## src/lsm_pkg.sv

```systemverilog
// Shared constants, codes and types of the seed-mixing bounded random generator.
package lsm_pkg;

    // Datapath widths
    localparam int SEED_W     = 64;
    localparam int HALF_W     = SEED_W / 2;
    localparam int POS_W      = 32;
    localparam int VAL_W      = 31;
    localparam int DRAW_SHIFT = 24;
    localparam int DIV_BITS   = SEED_W - DRAW_SHIFT;
    localparam int DIV_CNT_W  = $clog2(DIV_BITS);
    localparam int CFG_IDX_W  = 1;

    // Mix step constants
    localparam logic [SEED_W-1:0] MIX_MUL = 64'd6364136223846793005;
    localparam logic [SEED_W-1:0] MIX_ADD = 64'd1442695040888963407;

    // Register indexes
    localparam logic [CFG_IDX_W-1:0] CFG_LAYER_SALT = 1'b0;
    localparam logic [CFG_IDX_W-1:0] CFG_WORLD_SEED = 1'b1;

    // Request codes
    localparam logic REQ_RESEED = 1'b0;
    localparam logic REQ_DRAW   = 1'b1;

    // Mix indexes that close a phase of a job
    localparam logic [2:0] BASE_LAST_MIX   = 3'd2;
    localparam logic [2:0] WORLD_LAST_MIX  = 3'd5;
    localparam logic [2:0] RESEED_LAST_MIX = 3'd3;

    typedef enum logic [3:0] {
        ST_IDLE,
        ST_DIV_INIT,
        ST_DIV,
        ST_MOD_FIX,
        ST_MIX_A,
        ST_MIX_A_WAIT,
        ST_MIX_B,
        ST_MIX_B_WAIT,
        ST_DONE
    } t_state;

    typedef enum logic [1:0] {
        JOB_DERIVE,
        JOB_RESEED,
        JOB_DRAW
    } t_job;

    // Operands of one multiply-add: a * b + c mod 2^64
    typedef struct packed {
        logic [SEED_W-1:0] a;
        logic [SEED_W-1:0] b;
        logic [SEED_W-1:0] c;
    } t_mul_op;

endpackage

```

## src/lsm_mul.sv

```systemverilog
// Iterative 64-bit wrapping multiply-add built on one 32x32 multiplier.
module lsm_mul (
    input  logic                       i_clk,
    input  logic                       i_rst_n,
    input  logic                       i_start,
    input  lsm_pkg::t_mul_op           i_op,
    output logic                       o_done,
    output logic [lsm_pkg::SEED_W-1:0] o_result
);
    import lsm_pkg::*;

    logic [SEED_W-1:0] r_a;
    logic [SEED_W-1:0] r_b;
    logic [SEED_W-1:0] r_acc;
    logic [SEED_W-1:0] r_pp;
    logic [1:0]        r_phase;
    logic              r_busy;
    logic              r_done;

    logic [HALF_W-1:0] ma;
    logic [HALF_W-1:0] mb;
    logic [SEED_W-1:0] prod;

    // Operand halves per phase: lo*lo, lo*hi, hi*lo (hi*hi falls off the top)
    always_comb begin
        case (r_phase)
            2'd0: begin
                ma = r_a[HALF_W-1:0];
                mb = r_b[HALF_W-1:0];
            end
            2'd1: begin
                ma = r_a[HALF_W-1:0];
                mb = r_b[SEED_W-1:HALF_W];
            end
            2'd2: begin
                ma = r_a[SEED_W-1:HALF_W];
                mb = r_b[HALF_W-1:0];
            end
            default: begin
                ma = '0;
                mb = '0;
            end
        endcase
    end

    assign prod = {{HALF_W{1'b0}}, ma} * {{HALF_W{1'b0}}, mb};

    // Sequencer: product registered, accumulated one phase later
    always_ff @(posedge i_clk) begin
        if (!i_rst_n) begin
            r_busy  <= 1'b0;
            r_done  <= 1'b0;
            r_phase <= 2'd0;
        end else begin
            r_done <= 1'b0;
            if (!r_busy) begin
                if (i_start) begin
                    r_a     <= i_op.a;
                    r_b     <= i_op.b;
                    r_acc   <= i_op.c;
                    r_phase <= 2'd0;
                    r_busy  <= 1'b1;
                end
            end else begin
                r_phase <= r_phase + 2'd1;
                r_pp    <= prod;
                case (r_phase)
                    2'd0: ;
                    2'd1: r_acc <= r_acc + r_pp;
                    2'd2: r_acc <= r_acc + {r_pp[HALF_W-1:0], {HALF_W{1'b0}}};
                    default: begin
                        r_acc  <= r_acc + {r_pp[HALF_W-1:0], {HALF_W{1'b0}}};
                        r_busy <= 1'b0;
                        r_done <= 1'b1;
                    end
                endcase
            end
        end
    end

    assign o_done   = r_done;
    assign o_result = r_acc;

endmodule

```

## src/lcg_seed_mix_bounded_rng.sv

```systemverilog
// Top level: seed derivation, chunk reseed and bounded draw around a shared multiplier.
// Reseed item: four mixes from accept to result.
// Draw item: bit-serial modulo, then one mix; each mix takes two multiply-adds.
// One item at a time: no new item is taken until the last result goes to the output register.
// A register write re-derives both mixed seeds; items wait meanwhile.
// Reset clears the registers and all seeds to zero, which is already consistent.
module lcg_seed_mix_bounded_rng (
    input  logic                          i_clk,
    input  logic                          i_rst_n,
    input  logic                          i_valid,
    output logic                          o_stall,
    input  logic                          i_req_type,
    input  logic signed [lsm_pkg::POS_W-1:0] i_pos_x,
    input  logic signed [lsm_pkg::POS_W-1:0] i_pos_z,
    input  logic [lsm_pkg::VAL_W-1:0]     i_bound,
    output logic                          o_valid,
    input  logic                          i_stall,
    output logic [lsm_pkg::VAL_W-1:0]     o_value,
    input  logic                          i_cfg_we,
    input  logic [lsm_pkg::CFG_IDX_W-1:0] i_cfg_idx,
    input  logic [lsm_pkg::SEED_W-1:0]    i_cfg_data
);
    import lsm_pkg::*;

    // Sequencer state
    t_state r_state, n_state;
    t_job   r_job, n_job;
    logic [2:0] r_idx, n_idx;
    logic   r_redo, n_redo;

    // Configuration and seeds
    logic [SEED_W-1:0] r_layer_salt, n_layer_salt;
    logic [SEED_W-1:0] r_world_seed, n_world_seed;
    logic [SEED_W-1:0] r_base, n_base;
    logic [SEED_W-1:0] r_world_mix, n_world_mix;
    logic [SEED_W-1:0] r_chunk, n_chunk;

    // Mix working registers
    logic [SEED_W-1:0] r_s, n_s;
    logic [SEED_W-1:0] r_t, n_t;

    // Item payload
    logic [POS_W-1:0] r_x, n_x;
    logic [POS_W-1:0] r_z, n_z;
    logic [VAL_W-1:0] r_bound, n_bound;

    // Modulo unit
    logic [DIV_BITS-1:0]  r_quo, n_quo;
    logic [VAL_W-1:0]     r_rem, n_rem;
    logic [DIV_CNT_W-1:0] r_cnt, n_cnt;
    logic                 r_neg, n_neg;
    logic [VAL_W-1:0]     r_result, n_result;

    // Output register
    logic             r_out_valid, n_out_valid;
    logic [VAL_W-1:0] r_value, n_value;

    // Multiplier link
    t_mul_op           mul_op;
    logic              mul_start;
    logic              mul_done;
    logic [SEED_W-1:0] mul_p;

    logic [SEED_W-1:0] addend;
    logic [DIV_BITS-1:0] sh;
    logic [VAL_W:0]      trial;
    logic [VAL_W:0]      trial_sub;
    logic                out_free;

    lsm_mul u_mul (
        .i_clk    (i_clk),
        .i_rst_n  (i_rst_n),
        .i_start  (mul_start),
        .i_op     (mul_op),
        .o_done   (mul_done),
        .o_result (mul_p)
    );

    assign o_stall  = (r_state != ST_IDLE) || r_redo || i_cfg_we;
    assign o_valid  = r_out_valid;
    assign o_value  = r_value;
    assign out_free = !r_out_valid || !i_stall;

    // Addend of the current mix
    always_comb begin
        case (r_job)
            JOB_DERIVE: addend = (r_idx <= BASE_LAST_MIX) ? r_layer_salt : r_base;
            JOB_RESEED: addend = r_idx[0] ? {{(SEED_W-POS_W){r_z[POS_W-1]}}, r_z}
                                          : {{(SEED_W-POS_W){r_x[POS_W-1]}}, r_x};
            JOB_DRAW:   addend = r_world_mix;
            default:    addend = '0;
        endcase
    end

    // Multiplier operands: t = s*M + C, then s' = s*t + addend
    always_comb begin
        mul_op.a = r_s;
        if (r_state == ST_MIX_A) begin
            mul_op.b = MIX_MUL;
            mul_op.c = MIX_ADD;
        end else begin
            mul_op.b = r_t;
            mul_op.c = addend;
        end
    end

    // Draw: seed shifted right arithmetically, one restoring step per cycle
    assign sh        = r_chunk[SEED_W-1:DRAW_SHIFT];
    assign trial     = {r_rem, r_quo[DIV_BITS-1]};
    assign trial_sub = trial - {1'b0, r_bound};

    // Next state and datapath
    always_comb begin
        n_state      = r_state;
        n_job        = r_job;
        n_idx        = r_idx;
        n_redo       = r_redo;
        n_layer_salt = r_layer_salt;
        n_world_seed = r_world_seed;
        n_base       = r_base;
        n_world_mix  = r_world_mix;
        n_chunk      = r_chunk;
        n_s          = r_s;
        n_t          = r_t;
        n_x          = r_x;
        n_z          = r_z;
        n_bound      = r_bound;
        n_quo        = r_quo;
        n_rem        = r_rem;
        n_cnt        = r_cnt;
        n_neg        = r_neg;
        n_result     = r_result;
        n_out_valid  = r_out_valid;
        n_value      = r_value;
        mul_start    = 1'b0;

        if (r_out_valid && !i_stall) begin
            n_out_valid = 1'b0;
        end

        case (r_state)
            ST_IDLE: begin
                if (r_redo) begin
                    n_redo  = 1'b0;
                    n_job   = JOB_DERIVE;
                    n_s     = r_layer_salt;
                    n_idx   = 3'd0;
                    n_state = ST_MIX_A;
                end else if (i_valid && !o_stall) begin
                    n_x     = i_pos_x;
                    n_z     = i_pos_z;
                    n_bound = i_bound;
                    n_idx   = 3'd0;
                    if (i_req_type == REQ_RESEED) begin
                        n_job   = JOB_RESEED;
                        n_s     = r_world_mix;
                        n_state = ST_MIX_A;
                    end else begin
                        n_job   = JOB_DRAW;
                        n_state = ST_DIV_INIT;
                    end
                end
            end
            ST_DIV_INIT: begin
                n_neg   = r_chunk[SEED_W-1];
                n_quo   = r_chunk[SEED_W-1] ? (~sh + 1'b1) : sh;
                n_rem   = '0;
                n_cnt   = '0;
                n_state = ST_DIV;
            end
            ST_DIV: begin
                n_rem = (trial >= {1'b0, r_bound}) ? trial_sub[VAL_W-1:0]
                                                   : trial[VAL_W-1:0];
                n_quo = r_quo << 1;
                n_cnt = r_cnt + 1'b1;
                if (r_cnt == DIV_CNT_W'(DIV_BITS - 1)) begin
                    n_state = ST_MOD_FIX;
                end
            end
            ST_MOD_FIX: begin
                if (r_bound == '0) begin
                    n_result = '0;
                end else if (r_neg && r_rem != '0) begin
                    n_result = r_bound - r_rem;
                end else begin
                    n_result = r_rem;
                end
                n_s     = r_chunk;
                n_state = ST_MIX_A;
            end
            ST_MIX_A: begin
                mul_start = 1'b1;
                n_state   = ST_MIX_A_WAIT;
            end
            ST_MIX_A_WAIT: begin
                if (mul_done) begin
                    n_t     = mul_p;
                    n_state = ST_MIX_B;
                end
            end
            ST_MIX_B: begin
                mul_start = 1'b1;
                n_state   = ST_MIX_B_WAIT;
            end
            ST_MIX_B_WAIT: begin
                if (mul_done) begin
                    n_s     = mul_p;
                    n_idx   = r_idx + 3'd1;
                    n_state = ST_MIX_A;
                    case (r_job)
                        JOB_DERIVE: begin
                            if (r_idx == BASE_LAST_MIX) begin
                                n_base = mul_p;
                                n_s    = r_world_seed;
                            end
                            if (r_idx == WORLD_LAST_MIX) begin
                                n_world_mix = mul_p;
                                n_state     = ST_IDLE;
                            end
                        end
                        JOB_RESEED: begin
                            if (r_idx == RESEED_LAST_MIX) begin
                                n_chunk  = mul_p;
                                n_result = '0;
                                n_state  = ST_DONE;
                            end
                        end
                        default: begin
                            n_chunk = mul_p;
                            n_state = ST_DONE;
                        end
                    endcase
                end
            end
            ST_DONE: begin
                if (out_free) begin
                    n_out_valid = 1'b1;
                    n_value     = r_result;
                    n_state     = ST_IDLE;
                end
            end
            default: n_state = ST_IDLE;
        endcase

        // Register writes restart the seed derivation
        if (i_cfg_we) begin
            n_redo = 1'b1;
            case (i_cfg_idx)
                CFG_LAYER_SALT: n_layer_salt = i_cfg_data;
                CFG_WORLD_SEED: n_world_seed = i_cfg_data;
                default:        n_redo = r_redo;
            endcase
        end
    end

    // Control and state registers
    always_ff @(posedge i_clk) begin
        if (!i_rst_n) begin
            r_state      <= ST_IDLE;
            r_job        <= JOB_DERIVE;
            r_idx        <= 3'd0;
            r_redo       <= 1'b0;
            r_layer_salt <= '0;
            r_world_seed <= '0;
            r_base       <= '0;
            r_world_mix  <= '0;
            r_chunk      <= '0;
            r_out_valid  <= 1'b0;
            r_cnt        <= '0;
        end else begin
            r_state      <= n_state;
            r_job        <= n_job;
            r_idx        <= n_idx;
            r_redo       <= n_redo;
            r_layer_salt <= n_layer_salt;
            r_world_seed <= n_world_seed;
            r_base       <= n_base;
            r_world_mix  <= n_world_mix;
            r_chunk      <= n_chunk;
            r_out_valid  <= n_out_valid;
            r_cnt        <= n_cnt;
        end
    end

    // Payload registers
    always_ff @(posedge i_clk) begin
        r_s      <= n_s;
        r_t      <= n_t;
        r_x      <= n_x;
        r_z      <= n_z;
        r_bound  <= n_bound;
        r_quo    <= n_quo;
        r_rem    <= n_rem;
        r_neg    <= n_neg;
        r_result <= n_result;
        r_value  <= n_value;
    end

    // Checks
    assert property (@(posedge i_clk) disable iff (!i_rst_n)
        mul_done |-> (r_state == ST_MIX_A_WAIT || r_state == ST_MIX_B_WAIT))
        else $error("multiplier finished outside a wait state");

    assert property (@(posedge i_clk) disable iff (!i_rst_n)
        (i_valid && !o_stall) |=> (r_state == ST_MIX_A || r_state == ST_DIV_INIT))
        else $error("accepted item did not start work");

    assert property (@(posedge i_clk) disable iff (!i_rst_n)
        $rose(r_out_valid) |-> $past(r_state) == ST_DONE)
        else $error("result shown without finishing an item");

    assert property (@(posedge i_clk) disable iff (!i_rst_n)
        (r_state == ST_DONE && r_job == JOB_DRAW && r_bound != '0) |-> r_result < r_bound)
        else $error("drawn value not below bound");

endmodule

```

## config.mk

```make
export PLATFORM = sky130hd
export DESIGN_NAME = lcg_seed_mix_bounded_rng
export DESIGN_NICKNAME = d
export VERILOG_FILES = /design/src/lsm_pkg.sv /design/src/lsm_mul.sv /design/src/lcg_seed_mix_bounded_rng.sv
export SDC_FILE = /design/constraint.sdc
export NUM_CORES = 2
export LEC_CHECK = 0
export BUFFER_PORTS_ARGS = -buffer_cell sky130_fd_sc_hd__buf_2
export CAP_MARGIN = 20
export CORE_MARGIN = 10
export CORE_UTILIZATION = 55
export CTS_CLUSTER_DIAMETER = 60
export DETAILED_ROUTE_END_ITERATION = 8
export GPL_TIMING_DRIVEN = 0
export HOLD_SLACK_MARGIN = 0.02
export PLACE_DENSITY = 0.69
export SLEW_MARGIN = 20
export SYNTH_ARGS = -nofsm -noshare
export SYNTH_HDL_FRONTEND = slang
export SYNTH_SLANG_ARGS = --single-unit
```

## constraint.sdc

```tcl
create_clock -name i_clk -period 14.7 [get_ports i_clk]
set_input_delay 2.94 -clock i_clk [delete_from_list [all_inputs] [get_ports i_clk]]
set_output_delay 2.94 -clock i_clk [all_outputs]
set_load 0.02 [all_outputs]
```

==> flow_summary.ini <==
[run_status]
run_status = complete, no violations

[floorplanning]
placementRows = 140
chipWidth_um = 402
die_y_um = 402
core_area_um2 = 145000
ioPinCount = 199
die_area_um2 = 161000
starting_density_of_the_core_pct = 55.2

[worst_setup_path]
critical_path_required_ps = 15250
critical-path-max-stage-delay_ps = 1070
critPathCaptureType = flip-flop
worst_path_most_repeated_cell = sky130_fd_sc_hd__fa_1
worstSetupPathType = flip-flop to flip-flop
startpoint_type = flip-flop
crit_path_max_fanout = 11
regToRegSetupSlack_ps = 850
path_depth_of_the_worst_reg2reg_path = 32
critical-path-slowest-cell = sky130_fd_sc_hd__a22oi_1
critPathArrivalTime_ps = 14400

[clocking]
cts_tree = yes
holdBufCountCts = 0
cts_buffers = 97
clock_slew_at_the_register_clock_pins_of_the_worst_setup_and_hold_paths_ps = 60
htree_num_levels = 3
post_cts_resized = 0
postCtsSetupRepairBufs = 0
cts.path.max_buffers = 3
insertion_delay_ps = 760
cts-root-buf = sky130_fd_sc_hd__clkbuf_16
cts.sinks = 954

[synthesis]
count_of_flip_flops_with_a_built_in_enable_after_synthesis = 613
synth_area_leaders = sky130_fd_sc_hd__edfxtp_1 23%, sky130_fd_sc_hd__fa_1 22%, sky130_fd_sc_hd__dfxtp_1 8.5%
synth_area_um2 = 80200
ys.warnings.count = 0
async_reset_ff_share_pct = 0
ys_types = 79
synthDominantAreaCellType = sky130_fd_sc_hd__edfxtp_1
per_instance_average_area_after_synthesis_um2 = 9.47
yosysTopAreaCellShare_pct = 23.0
sequential_to_total_area_share_from_yosys_stat_pct = 31.5
dominantRegCellSynth = sky130_fd_sc_hd__edfxtp_1
synth.ff_latch_count = 954
postSynthNetCount = 9968
post_synth_inst_count = 8473

[timing]
final_max_slew_viol_count = 0
maxSlewHeadroom_pct = 13.3
period_minus_slack_ps = 13850
worst_hold_slack_ps = 415
tightest_pin_transition_ps = 1300
timing.fmax_mhz = 72.2
rsz0062_at_grt = false
final_period_utilization_pct = 94.2
hold_viol = 0
final.setup_skew_ps = 81.7
report.final.setup_viol = 0

[placed_design]
finalWeightedCongestion = 1.05
io_buffers = 197
dpl.hpwl_um = 263000

[global_routing]
grt_pass1_wl_um = 460000
number_of_antenna_violations_at_the_first_check_in_global_routing = 20
globalRoute.totalOverflow = 0
number_of_global_route_vias_before_repair = 65600
largest_net_degree_at_the_start_of_global_routing = 76
grt_usage_pct = 39.4

[hold_path]
worst_hold_path_type = flip-flop to flip-flop
worst_hold_path.num_cells = 0

[drt]
routed_wl_um = 325000
vias = 67500
detail_route.drc_violations = 0
detail-route-antenna-nets = 0
post_drt_wl_per_cell_um = 30.0
drt-initial-drc-count = 9336
drt-pass1-iter-count = 8
average_vias_per_placed_instance = 6.23

[finish]
final_common_cell = sky130_fd_sc_hd__nand2_1
layout-drive-gt1-share_pct = 6.60
layout.nets = 10300
mostFrequentLayoutCells = 1,388 x sky130_fd_sc_hd__nand2_1, 990 x sky130_fd_sc_hd__inv_1, 900 x sky130_fd_sc_hd__fa_1, 824 x sky130_fd_sc_hd__nor2_1, 613 x sky130_fd_sc_hd__edfxtp_1
area_growth_syn_to_layout_pct = 9.37

[flow_run]
maxCapViolCount = 0
-- worst paths after layout --
check | startpoint | to
setup / recovery | u_mul.r_phase[0] | u_mul.r_pp[61]
hold / removal | r_result[25] | o_value[25]
setup reg to reg | u_mul.r_phase[0] | u_mul.r_pp[61]
hold reg to reg | r_result[25] | o_value[25]
-- flip-flops by register name, summed over array words and instances, names as in the netlist, 2 cells and up --
signal and cells:
r_state 4, r_job 2, r_world_seed 64, r_chunk 64, r_base 64, r_quo 40
r_t 64, u_mul.r_a 64, u_mul.r_pp 64, u_mul.r_b 64, r_s 64, o_value 31
r_rem 31, r_idx 3, r_x 32, r_layer_salt 64, u_mul.r_phase 2, r_bound 31
u_mul.o_result 64, r_result 31, r_z 32, r_world_mix 64, r_cnt 6
-- worst max-delay path, delay by kind of cell (launching register included) --
kind | cells | cell delay (ps)
adder cells (fa/ha/maj) | 10 | 5080
AO/OA/AOI/OAI | 8 | 3970
buffers and inverters | 8 | 2630
AND/OR/NAND/NOR | 6 | 1560
flip-flops | 1 | 400
-- cell type report --
type                       count  area [um^2]
fill                       12700        57500
multi-input combinational   6028        49600
sequential                   954        25200
inverter                     994         3740
clock buffer                 137         2690
tap                         1917         2400
buffer                       497         1910
timing repair buffer         239         1580
clock inverter                43          537
antenna                       24         60.1
-- per-layer routing --
layer  share of wire, %  vias to the layer above  global-route usage, %  wire length (um)
met5              0.092                        -                      0               299
met4                6.2                       14                   20.6             20300
met3                 14                      799                   15.1             46500
met2                 40                     4515                   55.0            131000
met1                 39                    33500                   52.7            127000
li1                   -                    28700                      -                 -
-- through the flow --
stage          instances  setup slack, ps  cell area [um^2]  TNS (ps)  utilization (%)
6_report           10800              854             87700         0             60.4
5_1_grt            10800              904             87700         0             60.4
4_1_cts            10800             1170             87500         0             60.3
3_5_place_dp       10600             1260             84300         0             58.1
3_3_place_gp       10600             -192             83600      -192             57.6
2_1_floorplan       8473             5120             80200         0                -
-- cell families (layout without fill, tap and decap cells) --
logic type	Yosys count	in the layout	share of synthesized area, %
buf+inv	1491	1910	6.99
xor+xnor	220	220	2.40
simple gates	2747	2747	14.4
mux	221	221	2.81
flops	954	954	31.5
fa+ha+maj	1329	1329	29.2
other cells	0	24	0
compound gates	1511	1511	12.8
-- cell usage after synthesis, types with 7 or more instances --
| cell | number |
|---|---|
| sky130_fd_sc_hd__nand4_1 | 48 |
| sky130_fd_sc_hd__a2111oi_0 | 7 |
| sky130_fd_sc_hd__o21ai_0 | 192 |
| sky130_fd_sc_hd__xnor2_1 | 117 |
| sky130_fd_sc_hd__o211ai_1 | 15 |
| sky130_fd_sc_hd__mux2_2 | 32 |
| sky130_fd_sc_hd__nand2b_1 | 31 |
| sky130_fd_sc_hd__and3_1 | 28 |
| sky130_fd_sc_hd__a211o_1 | 10 |
| sky130_fd_sc_hd__a31oi_1 | 25 |
| sky130_fd_sc_hd__nor2b_1 | 94 |
| sky130_fd_sc_hd__o221ai_1 | 68 |
| sky130_fd_sc_hd__a211oi_1 | 75 |
| sky130_fd_sc_hd__nor3b_1 | 9 |
| sky130_fd_sc_hd__a41oi_1 | 8 |
| sky130_fd_sc_hd__a21boi_0 | 329 |
| sky130_fd_sc_hd__nand2_1 | 1388 |
| sky130_fd_sc_hd__fa_1 | 900 |
| sky130_fd_sc_hd__a221oi_1 | 12 |
| sky130_fd_sc_hd__o21bai_1 | 36 |
| sky130_fd_sc_hd__dfxtp_1 | 341 |
| sky130_fd_sc_hd__nor2_1 | 842 |
| sky130_fd_sc_hd__a22o_1 | 35 |
| sky130_fd_sc_hd__or2_2 | 81 |
| sky130_fd_sc_hd__o31a_1 | 7 |
| sky130_fd_sc_hd__a222oi_1 | 13 |
| sky130_fd_sc_hd__ha_1 | 429 |
| sky130_fd_sc_hd__o31ai_1 | 27 |
| sky130_fd_sc_hd__and2_1 | 21 |
| sky130_fd_sc_hd__or3_1 | 21 |
| sky130_fd_sc_hd__inv_1 | 993 |
| sky130_fd_sc_hd__a21oi_1 | 330 |
| sky130_fd_sc_hd__nor4_1 | 22 |
| sky130_fd_sc_hd__o21a_1 | 31 |
| sky130_fd_sc_hd__mux2i_1 | 189 |
| sky130_fd_sc_hd__xor2_1 | 103 |
| sky130_fd_sc_hd__a21o_1 | 116 |
| sky130_fd_sc_hd__nand3_1 | 73 |
| sky130_fd_sc_hd__a22oi_1 | 75 |
| sky130_fd_sc_hd__nor3_1 | 55 |
| sky130_fd_sc_hd__clkbuf_1 | 476 |
| sky130_fd_sc_hd__buf_1 | 20 |
| sky130_fd_sc_hd__edfxtp_1 | 613 |
| sky130_fd_sc_hd__o22ai_1 | 52 |
Power is not shown: default switching activity piles up to over one toggle a cycle in this logic, so the estimate is an artifact.
